$ cat src/rtl/core/ppd_pkg.sv
// ----------------------------------------------------------------------------
// ppd_pkg: shared types and constants for the pedal press detector
// Holds field widths, register reset values, register indexes, the
// controller state encoding and the command and status bundles.
// ----------------------------------------------------------------------------
package ppd_pkg;

    // Field widths
    localparam int SAMPLE_W = 12;
    localparam int TRIG_W   = 8;
    localparam int TIME_W   = 32;
    localparam int APB_DATA_W = 32;
    localparam int APB_ADDR_W = 4;

    // Default oversample limit per update
    localparam int MAX_OVERSAMPLE_DEF = 16;

    // Register reset values
    localparam logic [SAMPLE_W-1:0] THRESHOLD_RST = SAMPLE_W'(1000);
    localparam logic [TRIG_W-1:0]   TRIGGER_RST   = TRIG_W'(3);
    localparam logic [TIME_W-1:0]   REARM_RST     = TIME_W'(500);

    // Register indexes (byte address is four times the index)
    typedef enum logic [1:0] {
        REG_THRESHOLD = 2'd0,
        REG_TRIGGER   = 2'd1,
        REG_REARM     = 2'd2,
        REG_ENABLE    = 2'd3
    } reg_idx_t;

    // Controller states
    typedef enum logic [1:0] {
        ST_IDLE,
        ST_DIVIDE,
        ST_FINISH
    } state_t;

    // Configuration register bundle
    typedef struct packed {
        logic [SAMPLE_W-1:0] threshold_mv;
        logic [TRIG_W-1:0]   trigger_count;
        logic [TIME_W-1:0]   rearm_delay;
        logic                pedal_enable;
    } cfg_t;

    // Controller to datapath commands
    typedef struct packed {
        logic accept;
        logic div_step;
        logic finish;
    } cmd_t;

    // Datapath to controller status
    typedef struct packed {
        logic in_valid;
        logic in_last;
        logic in_good;
        logic div_last;
        logic out_free;
        logic den_zero;
    } status_t;

endpackage

$ cat src/rtl/core/pedal_press_detector.sv
// ----------------------------------------------------------------------------
// pedal_press_detector: oversampled pedal threshold detector with debounce
// Averages the good ADC attempts of each update, debounces the level against
// a threshold and clears the press latch after a rearm delay.
// ----------------------------------------------------------------------------
// Sequence: a non-closing attempt only enters the accumulator; a closing
// attempt with good samples runs the one-bit-per-cycle restoring divider on
// SUM_W bits (16 at the default limit), then finishes; others go to finish.
// Throughput: one attempt in flight at a time; the result register lets the
// next attempt enter while a transaction waits on the result channel.
// Reset: synchronous active-low; registers return to defaults, state clears.
module pedal_press_detector
    import ppd_pkg::*;
#(
    parameter int MAX_OVERSAMPLE = MAX_OVERSAMPLE_DEF
) (
    input  logic                  aclk,
    input  logic                  aresetn,
    // Configuration port
    input  logic                  psel,
    input  logic                  penable,
    input  logic                  pwrite,
    input  logic [APB_ADDR_W-1:0] paddr,
    input  logic [APB_DATA_W-1:0] pwdata,
    output logic [APB_DATA_W-1:0] prdata,
    output logic                  pready,
    // Attempt channel
    input  logic                  s_valid,
    output logic                  s_ready,
    input  logic [SAMPLE_W-1:0]   s_sample_mv,
    input  logic                  s_sample_ok,
    input  logic                  s_last_attempt,
    input  logic [TIME_W-1:0]     s_now_ms,
    // Result channel
    output logic                  m_valid,
    input  logic                  m_ready,
    output logic [SAMPLE_W-1:0]   m_level_mv,
    output logic                  m_pressed,
    output logic                  m_rearmed,
    output logic                  m_signal_lost
);

    cfg_t     cfg;
    cmd_t     cmd;
    status_t  sts;
    reg_idx_t reg_idx;
    logic     cfg_write;

    logic [SAMPLE_W-1:0] threshold_reg;
    logic [TRIG_W-1:0]   trigger_reg;
    logic [TIME_W-1:0]   rearm_reg;
    logic                pedal_enable_reg;

    // Register file write
    assign reg_idx   = reg_idx_t'(paddr[3:2]);
    assign cfg_write = psel && penable && pwrite;
    assign pready    = 1'b1;

    always_ff @(posedge aclk) begin
        if (!aresetn) begin
            threshold_reg    <= THRESHOLD_RST;
            trigger_reg      <= TRIGGER_RST;
            rearm_reg        <= REARM_RST;
            pedal_enable_reg <= 1'b0;
        end else if (cfg_write) begin
            case (reg_idx)
                REG_THRESHOLD: threshold_reg    <= pwdata[SAMPLE_W-1:0];
                REG_TRIGGER:   trigger_reg      <= pwdata[TRIG_W-1:0];
                REG_REARM:     rearm_reg        <= pwdata[TIME_W-1:0];
                REG_ENABLE:    pedal_enable_reg <= pwdata[0];
                default: begin
                end
            endcase
        end
    end

    // Register file read
    always_comb begin
        prdata = '0;
        case (reg_idx)
            REG_THRESHOLD: prdata = APB_DATA_W'(threshold_reg);
            REG_TRIGGER:   prdata = APB_DATA_W'(trigger_reg);
            REG_REARM:     prdata = APB_DATA_W'(rearm_reg);
            REG_ENABLE:    prdata = APB_DATA_W'(pedal_enable_reg);
            default:       prdata = '0;
        endcase
    end

    always_comb begin
        cfg.threshold_mv  = threshold_reg;
        cfg.trigger_count = trigger_reg;
        cfg.rearm_delay   = rearm_reg;
        cfg.pedal_enable  = pedal_enable_reg;
    end

    // Controller
    ppd_ctrl u_ctrl (
        .aclk     (aclk),
        .aresetn  (aresetn),
        .sts      (sts),
        .cmd      (cmd),
        .in_ready (s_ready)
    );

    // Datapath
    ppd_datapath #(
        .MAX_OVERSAMPLE (MAX_OVERSAMPLE)
    ) u_datapath (
        .aclk         (aclk),
        .aresetn      (aresetn),
        .cmd          (cmd),
        .sts          (sts),
        .cfg          (cfg),
        .in_valid     (s_valid),
        .sample_mv    (s_sample_mv),
        .sample_ok    (s_sample_ok),
        .last_attempt (s_last_attempt),
        .now_ms       (s_now_ms),
        .out_valid    (m_valid),
        .out_ready    (m_ready),
        .level_mv     (m_level_mv),
        .pressed      (m_pressed),
        .rearmed      (m_rearmed),
        .signal_lost  (m_signal_lost)
    );

    // The divider never runs with a zero divisor.
    assert property (@(posedge aclk) disable iff (!aresetn)
        cmd.div_step |-> !sts.den_zero)
        else $error("divider stepping with zero divisor");

    // A closing transaction holds off further attempts in the cycle after it.
    assert property (@(posedge aclk) disable iff (!aresetn)
        s_valid && s_ready && s_last_attempt |=> !s_ready)
        else $error("attempt accepted while an update is closing");

    // Finishing an update always presents a result.
    assert property (@(posedge aclk) disable iff (!aresetn)
        cmd.finish |=> m_valid)
        else $error("finished update produced no result");

    // Only one command is issued at a time.
    assert property (@(posedge aclk) disable iff (!aresetn)
        $onehot0({cmd.accept, cmd.div_step, cmd.finish}))
        else $error("conflicting controller commands");

endmodule

$ cat src/rtl/core/ppd_ctrl.sv
// ----------------------------------------------------------------------------
// ppd_ctrl: sequencing controller for the pedal press detector
// Accepts attempts while idle, runs the serial divider for a closing
// attempt with good samples, then waits for the result register to free up.
// ----------------------------------------------------------------------------
module ppd_ctrl
    import ppd_pkg::*;
(
    input  logic    aclk,
    input  logic    aresetn,
    input  status_t sts,
    output cmd_t    cmd,
    output logic    in_ready
);

    state_t state_reg;
    state_t state_next;

    // State register
    always_ff @(posedge aclk) begin
        if (!aresetn) begin
            state_reg <= ST_IDLE;
        end else begin
            state_reg <= state_next;
        end
    end

    // Next state and commands
    always_comb begin
        state_next   = state_reg;
        cmd          = '0;
        in_ready     = 1'b0;
        case (state_reg)
            ST_IDLE: begin
                in_ready   = 1'b1;
                cmd.accept = sts.in_valid;
                if (sts.in_valid && sts.in_last) begin
                    state_next = sts.in_good ? ST_DIVIDE : ST_FINISH;
                end
            end
            ST_DIVIDE: begin
                cmd.div_step = 1'b1;
                if (sts.div_last) begin
                    state_next = ST_FINISH;
                end
            end
            ST_FINISH: begin
                if (sts.out_free) begin
                    cmd.finish = 1'b1;
                    state_next = ST_IDLE;
                end
            end
            default: begin
                state_next = ST_IDLE;
            end
        endcase
    end

endmodule

$ cat src/rtl/core/ppd_datapath.sv
// ----------------------------------------------------------------------------
// ppd_datapath: accumulator, serial divider, debounce and result register
// Sums good samples of one update, averages them with a restoring
// divider one quotient bit per cycle, and updates the press state.
// ----------------------------------------------------------------------------
module ppd_datapath
    import ppd_pkg::*;
#(
    parameter int MAX_OVERSAMPLE = MAX_OVERSAMPLE_DEF
) (
    input  logic                aclk,
    input  logic                aresetn,
    input  cmd_t                cmd,
    output status_t             sts,
    input  cfg_t                cfg,
    input  logic                in_valid,
    input  logic [SAMPLE_W-1:0] sample_mv,
    input  logic                sample_ok,
    input  logic                last_attempt,
    input  logic [TIME_W-1:0]   now_ms,
    output logic                out_valid,
    input  logic                out_ready,
    output logic [SAMPLE_W-1:0] level_mv,
    output logic                pressed,
    output logic                rearmed,
    output logic                signal_lost
);

    localparam int CNT_W  = $clog2(MAX_OVERSAMPLE + 1);
    localparam int SUM_W  = $clog2(((2 ** SAMPLE_W) - 1) * MAX_OVERSAMPLE + 1);
    localparam int STEP_W = $clog2(SUM_W);
    localparam logic [CNT_W-1:0]  CNT_MAX   = CNT_W'(MAX_OVERSAMPLE);
    localparam logic [STEP_W-1:0] STEP_LAST = STEP_W'(SUM_W - 1);

    // Partial update accumulation
    logic [SUM_W-1:0]    sum_reg;
    logic [CNT_W-1:0]    cnt_reg;
    logic [SUM_W-1:0]    sum_next;
    logic [CNT_W-1:0]    cnt_next;
    logic                take_sample;

    // Divider and closing context
    logic [SUM_W-1:0]    quo_reg;
    logic [CNT_W-1:0]    rem_reg;
    logic [CNT_W-1:0]    den_reg;
    logic [STEP_W-1:0]   step_reg;
    logic                good_reg;
    logic [TIME_W-1:0]   now_reg;
    logic [CNT_W:0]      rem_shift;
    logic                rem_ge;
    logic [CNT_W:0]      rem_diff;

    // Debounce state
    logic [SAMPLE_W-1:0] level_reg;
    logic [TRIG_W-1:0]   above_reg;
    logic                latch_reg;
    logic [TIME_W-1:0]   since_reg;
    logic [SAMPLE_W-1:0] level_next;
    logic [TRIG_W-1:0]   above_next;
    logic                latch_next;
    logic [TIME_W-1:0]   since_next;
    logic [TIME_W-1:0]   since_start;
    logic [TIME_W-1:0]   elapsed;
    logic [TRIG_W-1:0]   above_inc;

    // Result register
    logic                out_valid_reg;
    logic [SAMPLE_W-1:0] level_mv_reg;
    logic                pressed_reg;
    logic                rearmed_reg;
    logic                lost_reg;

    // Sample accumulation
    assign take_sample = cfg.pedal_enable && sample_ok && (cnt_reg < CNT_MAX);
    assign sum_next    = take_sample ? sum_reg + SUM_W'(sample_mv) : sum_reg;
    assign cnt_next    = take_sample ? cnt_reg + CNT_W'(1) : cnt_reg;

    // Status to the controller
    always_comb begin
        sts.in_valid = in_valid;
        sts.in_last  = last_attempt;
        sts.in_good  = cfg.pedal_enable && (cnt_next != '0);
        sts.div_last = (step_reg == STEP_LAST);
        sts.out_free = !out_valid_reg || out_ready;
        sts.den_zero = (den_reg == '0);
    end

    always_ff @(posedge aclk) begin
        if (!aresetn) begin
            sum_reg <= '0;
            cnt_reg <= '0;
        end else if (cmd.accept) begin
            if (last_attempt || !cfg.pedal_enable) begin
                sum_reg <= '0;
                cnt_reg <= '0;
            end else begin
                sum_reg <= sum_next;
                cnt_reg <= cnt_next;
            end
        end
    end

    // Restoring division step
    assign rem_shift = {rem_reg, quo_reg[SUM_W-1]};
    assign rem_ge    = (rem_shift >= {1'b0, den_reg});
    assign rem_diff  = rem_shift - {1'b0, den_reg};

    always_ff @(posedge aclk) begin
        if (!aresetn) begin
            step_reg <= '0;
        end else if (cmd.accept && last_attempt) begin
            step_reg <= '0;
        end else if (cmd.div_step) begin
            step_reg <= step_reg + STEP_W'(1);
        end
    end

    always_ff @(posedge aclk) begin
        if (cmd.accept && last_attempt) begin
            quo_reg  <= sum_next;
            rem_reg  <= '0;
            den_reg  <= cnt_next;
            good_reg <= cfg.pedal_enable && (cnt_next != '0);
            now_reg  <= now_ms;
        end else if (cmd.div_step) begin
            quo_reg <= {quo_reg[SUM_W-2:0], rem_ge};
            rem_reg <= rem_ge ? rem_diff[CNT_W-1:0] : rem_shift[CNT_W-1:0];
        end
    end

    // Closing update of the debounce state
    assign above_inc   = (above_reg < cfg.trigger_count) ? above_reg + TRIG_W'(1)
                                                         : above_reg;
    assign since_start = (latch_reg && since_reg == '0) ? now_reg : since_reg;
    assign elapsed     = now_reg - since_start;

    always_comb begin
        level_next = level_reg;
        above_next = above_reg;
        latch_next = latch_reg;
        since_next = since_reg;
        if (good_reg) begin
            level_next = quo_reg[SAMPLE_W-1:0];
            if (level_next >= cfg.threshold_mv) begin
                above_next = above_inc;
                if (above_inc >= cfg.trigger_count) begin
                    latch_next = 1'b1;
                    since_next = '0;
                end
            end else begin
                above_next = '0;
                since_next = since_start;
                if (since_start != '0 && elapsed >= cfg.rearm_delay) begin
                    latch_next = 1'b0;
                    since_next = '0;
                end
            end
        end
    end

    always_ff @(posedge aclk) begin
        if (!aresetn) begin
            level_reg <= '0;
            above_reg <= '0;
            latch_reg <= 1'b0;
            since_reg <= '0;
        end else if (cmd.finish) begin
            level_reg <= level_next;
            above_reg <= above_next;
            latch_reg <= latch_next;
            since_reg <= since_next;
        end
    end

    // Result register valid flag
    always_ff @(posedge aclk) begin
        if (!aresetn) begin
            out_valid_reg <= 1'b0;
        end else if (cmd.finish) begin
            out_valid_reg <= 1'b1;
        end else if (out_ready) begin
            out_valid_reg <= 1'b0;
        end
    end

    // Result register payload
    always_ff @(posedge aclk) begin
        if (cmd.finish) begin
            level_mv_reg <= level_next;
            pressed_reg  <= cfg.pedal_enable && (above_next >= cfg.trigger_count);
            rearmed_reg  <= !cfg.pedal_enable ||
                            ((level_next < cfg.threshold_mv) && !latch_next);
            lost_reg     <= cfg.pedal_enable && !good_reg;
        end
    end

    assign out_valid   = out_valid_reg;
    assign level_mv    = level_mv_reg;
    assign pressed     = pressed_reg;
    assign rearmed     = rearmed_reg;
    assign signal_lost = lost_reg;

endmodule
$ cat config.mk
export PLATFORM = sky130hd
export DESIGN_NAME = pedal_press_detector
export DESIGN_NICKNAME = d
export VERILOG_FILES = /design/src/rtl/core/ppd_pkg.sv /design/src/rtl/core/pedal_press_detector.sv /design/src/rtl/core/ppd_ctrl.sv /design/src/rtl/core/ppd_datapath.sv
export SDC_FILE = /design/constraint.sdc
export NUM_CORES = 1
export LEC_CHECK = 0
export ABC_AREA = 1
export BUFFER_PORTS_ARGS = -buffer_cell sky130_fd_sc_hd__buf_4
export CORE_MARGIN = 1
export CORE_UTILIZATION = 50
export CTS_BUF_LIST = sky130_fd_sc_hd__clkbuf_8
export CTS_CLUSTER_DIAMETER = 100
export CTS_CLUSTER_SIZE = 25
export DETAILED_ROUTE_END_ITERATION = 12
export GPL_ROUTABILITY_DRIVEN = 0
export PLACE_DENSITY = 0.69
export SLEW_MARGIN = 10
export SYNTH_ARGS = -nofsm -noshare
export SYNTH_HDL_FRONTEND = slang
export SYNTH_SLANG_ARGS = --single-unit
$ cat constraint.sdc
create_clock -name aclk -period 4.5 [get_ports aclk]
set_input_delay 0 -clock aclk [delete_from_list [all_inputs] [get_ports aclk]]
set_output_delay 0 -clock aclk [all_outputs]
set_load 0.02 [all_outputs]
## Word level (Yosys, flattened, before mapping)

Cells that the tools add are included.

- Add/subtract/negate cells: 6
- Order comparisons: 8
- Equality and inequality tests: 10
- Mux-type cells: 32
- Bitwise operators: 1
- Reductions and logical operators: 33

Operators by type and width:

| cell | count |
|---|---|
| 2-to-1 mux 32 bit | 4 |
| case mux 32 bit (4 select lines) | 1 |
| 2-to-1 mux 16 bit | 4 |
| >= comparator 32 bit | 1 |
| zero test 32 bit | 1 |
| nonzero test 32 bit | 1 |
| subtractor 32 bit | 1 |
| 2-to-1 mux 8 bit | 3 |
| adder 16 x 12 -> 16 bit | 1 |
| >= comparator 8 bit | 2 |
| 2-to-1 mux 5 bit | 3 |
| >= comparator 12 bit | 1 |
| logical AND 1 bit | 12 |
| < comparator 12 bit | 1 |
| 2-to-1 mux 12 bit | 1 |
| 2-to-1 mux 1 bit | 11 |
| adder 8 x 1 -> 8 bit (second input constant) | 1 |
| < comparator 8 bit | 1 |
| 2-to-1 mux 2 bit | 4 |
| AND reduction 2 bit | 4 |
| equality test 2 bit (second input constant) | 3 |
| >= comparator 6 x 5 -> 1 bit | 1 |
| inequality test 2 bit (second input constant) | 3 |
| case mux 2 bit (3 select lines) | 1 |
| other kinds (15) | 24 |

- Register bits: 208
- Input port bits: 89
- Output and inout port bits: 50
- Word-level logic and storage cells: 112

## Logic depth before layout (Yosys ltp)

- Depth after elaboration: 12
- Mapped depth: 35
- Mapped depth without buffers: 33

## Hierarchy

A second synthesis with hierarchy kept.

- Cell total of the unflattened synthesis: 2115
- Area total of the unflattened synthesis: 14475.1 um^2

Modules (own cells, without submodules):

| module | times used | cells each | area an instance (um^2) | sequential area each (um^2) |
|---|---|---|---|---|
| ppd_datapath | 1 | 1688 | 11803.8 | 3753.6 |
| pedal_press_detector | 1 | 403 | 2516.2 | 1061.0 |
| ppd_ctrl | 1 | 24 | 155.1 | 40.0 |

## Worst setup path after synthesis

OpenSTA, ideal clock, no wires.

- Path kind: register -> register
- From: register u_datapath.since_reg[31]
- To: register u_datapath.since_reg[10]
- Library setup time: 0.128 ns
- Data arrival time: 3.692 ns
- Required time: 4.372 ns
- Slack: 0.680 ns
- Stages on the path, launching flop included: 29
- Clock period less this slack: 3.820 ns
- Cell sequence: dfxtp_1 nor2_1 nand3_1 nor2_4 nand3_2 buf_6 buf_4 nand2_1 o21ai_1 ha_1 a21oi_1 o21ai_0 a21oi_1 nor2_1 a211oi_1 nand3_1 nand2_1 inv_1 ha_1 nand2_1 nor2_1 nand4_1 nor2_1 nand4_1 nand3_1 nand2_2 buf_6 nand3_1 a21oi_1

- Cells in the longest elaborated chain, start to end: 8

Ends and longest elaborated chain:

| what | line | source |
|---|---|---|
| start, declared | ppd_datapath.sv:57 | `logic [TIME_W-1:0] since_reg;` |
| start signal, assigned | ppd_datapath.sv:171 | `since_reg <= since_next;` |
| zero test 32 bit | ppd_datapath.sv:134 | `assign since_start = (latch_reg && since_reg == '0) ? now_reg : since_reg;` |
| logical AND 1 bit | ppd_datapath.sv:134 |  |
| 2-to-1 mux 32 bit (*) | ppd_datapath.sv:134 |  |
| subtractor 32 bit | ppd_datapath.sv:135 | `assign elapsed = now_reg - since_start;` |
| >= comparator 32 bit | ppd_datapath.sv:153 | `if (since_start != '0 && elapsed >= cfg.rearm_delay) begin` |
| logical AND 1 bit | ppd_datapath.sv:153 |  |
| 2-to-1 mux 32 bit (*) | ppd_datapath.sv:153 |  |
| 2-to-1 mux 32 bit (*) | ppd_datapath.sv:144 | `if (level_next >= cfg.threshold_mv) begin` |

Mark *: on every way between the ends. The rest lies on a longest branch, timed or not.
A chain may end at the register's enable or synchronous reset.

## Worst setup path in the final report

- From: register u_datapath.since_reg[9]
- To: register u_datapath.since_reg[10]

The elaborated chain is that of the path after synthesis.

==> run metrics <==
outcome=completed; Final setup viols=0; DR DRC count=0; area leader, netlist=dfxtp_1; Slew Limit Fails=0; Synth top area share=20.4%; final period utilization=about 97%; Pwr Density=403 nW/um2; crit path time final=4370 ps; Max Freq=between 200 and 250 MHz; critical path type=register to register; largest net degree at the start of global routing=roughly 100; Die Width=around 170 um; antenna violations before repair=0; syn_area_per_cell=7.15 um2; Design Power=6.92 mW; CP max-delay cell=dfxtp_1; ys flop type=dfxtp_1; Post-synth EDFFs=a little under 70; CTS Buffer Depth=3; Hold EP=u_datapath.sum_reg[1]$_SDFFE_PN0P_; register-to-register setup slack=approximately 130 ps; Die Y=between 150 and 200 um; Hold Crit Class=input port to register; reg2reg end=u_datapath.since_reg[10]$_SDFFE_PN0P_; unrepaired setup endpoints after global routing=yes; peak fanout along the critical path=8; WL final=40.1 mm; Async S/R FF share, synth=0%; sequential share of the synthesized area=a little over a third; clk slew on worst S/H paths=roughly 150 ps; CP Capture Type=register; delay-heaviest family, CP=simple AND/OR/NAND/NOR gates; Place WS=between 40 and 50 ps; first-pass GRT wire length=approximately 60 mm; worst path bufs/invs=4; CTS H-tree depth=1; Worst setup SP type=register; GRT Total Usage=around a quarter; max_cap viols=0; Via density=around 5.6; DP HPWL=around 28 mm; port buffer count=135; CTS Buf Count=12; simple-gate area share of the yosys netlist=around 22%; clk_lat worst skew=between 500 and 600 ps; 1st-iter DRT viols=about 1100; Worst Setup Slack, final=around 130 ps; R2R Path Start=u_datapath.since_reg[9]$_SDFFE_PN0P_; I/O pin count=139; die area=between 20000 and 30000 um2; initial core utilization=~51%; nets@finish=around 2300; worst-margin pin slew=approximately 1000 ps; vias in the first global route=between 10000 and 15000; Clock Tree Root=clkbuf_8; synthesized net count=between 2000 and 2500; main combinational cell family by area after synthesis=simple AND/OR/NAND/NOR gates; slowest cell delay on critical path=370 ps; DR pass1 iterations=7; Clock Skew=slightly below 50 ps; Adder-Cell Fraction of Synth Area=between 10% and 20%; Final Hold Viols=0; Post-DRT Antenna Nets=0; Antenna Cells=0; Yosys warnings=0; mux cell area share after synthesis=less than 1%; slew margin rel.=roughly 30%; hold depth=6; post-synthesis register bit count=roughly 210; worst path required time=about 5000 ps; Yosys cell types=51; synthesized area=~14000 um2; Leak=a little under 8 nW; R2R depth=27; layout cells sized above 1=approximately a fifth; Sink Count=208; largest cells by area after synthesis=dfxtp_1 20%, edfxtp_1 15%, nand2_1 12%, ha_1 11%, a21oi_1 7.2%; core box area=~27000 um2; compound-cell area share of the yosys netlist=a little under a fifth; Max VDD drop=around 0.30 mV; WP data arrival=a little under 5000 ps; CTS tree=done; final core utilization=63.9%; Area Growth Syn to Fin=25.8%; vias=around 14000; HP Start=s_sample_mv[1]; Wirelength per Cell=approximately 16 um; post-synthesis xor/xnor area fraction=under 10%; GR Overflow Total=0; Core Rows=60; cell count after synthesis=1909
==> how the worst max path moves through the flow <==
stage / depth (start not counted) / slack [ps] / end / from
5_1_grt: 30 / -140 / u_datapath.since_reg[21]$_SDFFE_PN0P_ / u_datapath.since_reg[9]$_SDFFE_PN0P_
3_3_place_gp: 28 / 50 / u_datapath.rearmed$_DFFE_PP_ / u_datapath.since_reg[27]$_SDFFE_PN0P_
6_report: 27 / 130 / u_datapath.since_reg[10]$_SDFFE_PN0P_ / u_datapath.since_reg[9]$_SDFFE_PN0P_
3_5_place_dp: 28 / 50 / u_datapath.since_reg[10]$_SDFFE_PN0P_ / u_datapath.since_reg[28]$_SDFFE_PN0P_
2_1_floorplan: 28 / 680 / u_datapath.since_reg[10]$_SDFFE_PN0P_ / u_datapath.since_reg[31]$_SDFFE_PN0P_
4_1_cts: 28 / 30 / u_datapath.since_reg[10]$_SDFFE_PN0P_ / u_datapath.since_reg[28]$_SDFFE_PN0P_
==> what timing repair did <==
action	4_1_cts	5_1_grt
buffers inserted	0	16
endpoints found under the hold margin	109	0
hold buffers	74	0
resized for setup	0	210
setup endpoints to repair	0	34
==> final cells by class <==
cell class	count	area, um2
multi-input combinational	1372	8300
clock inverter	8	73.8
inverter	265	995
fill	2313	9710
clock buffer	12	165
tap	341	427
timing repair buffer	270	2350
sequential	208	4860
==> metal layers <==
| layer | global-route usage [%] | share of wire (%) |
|---|---|---|
| met5 | 0 | 0 |
| met4 | 5.35 | 2.7 |
| met3 | 2.86 | 7.0 |
| met2 | 43.8 | 45 |
| met1 | 37.2 | 45 |
==> cells in the mapped netlist, types with 3 or more instances <==
library cell	number
a211oi_1	10
a21o_1	5
a21oi_1	195
a31oi_1	4
buf_4	3
buf_6	7
clkbuf_1	54
dfxtp_1	139
edfxtp_1	69
fa_1	3
ha_1	124
inv_1	259
inv_2	4
nand2_1	425
nand3_1	93
nand4_1	14
nor2_1	172
nor3_1	21
nor4_1	5
o211ai_1	15
o21ai_0	170
o21ai_1	20
o21ai_2	4
o21bai_1	4
o221ai_1	7
o22ai_1	9
o31ai_1	3
or2_2	8
xnor2_1	9
xor2_1	26
==> power breakdown <==
part | internal (mW) | leakage (nW) | switching (mW) | total (mW)
registers | 2.14 | 1.78 | 0.124 | 2.26
logic | 1.47 | 5.81 | 2.25 | 3.72
clock network | 0.322 | 0.135 | 0.617 | 0.940
total | 3.93 | 7.72 | 2.99 | 6.92
==> per-stage QoR <==
stage | instances | setup TNS, ps | hold WS [ps] | area (um2)
floorplan | 1909 | 0 | 98.9 | 13600
global placement | 2359 | 0 | 179 | 15100
detailed placement | 2359 | 0 | 179 | 15100
CTS | 2453 | 0 | 76.7 | 16100
global route | 2476 | -3190 | 102 | 17200
finish | 2476 | 0 | 94.9 | 17200
==> kinds of logic after synthesis <==
logic type	count (synthesis)
flops	208
buf+inv	330
simple gates	745
xor+xnor	35
mux	1
compound gates	462
fa+ha+maj	127
other cells	1
==> layout by cell type, fill, tap and decap left out, types with 11 or more instances in the layout <==
master,n
o21ai_1,14
dlygate4sd3_1,74
nand2_2,31
edfxtp_1,69
a21oi_2,27
ha_1,102
buf_4,183
ha_4,17
nor3_1,16
dfxtp_1,134
nor2_4,11
nor2_1,142
inv_1,259
a21oi_1,167
nor2_2,21
o21ai_0,154
o21ai_2,21
clkbuf_8,12
o211ai_1,15
nand2_1,394
nand3_1,85
nand4_1,14
xor2_1,26
==> worst min-delay path, delay by kind of cell <==
family	cells	cell delay, ps
AOI/OAI and AO/OA	2	170
adders and majority gates	1	160
buffers and inverters	2	190
and+or+nand+nor	1	90
No activity file was read; power rests on OpenSTA's default activity.
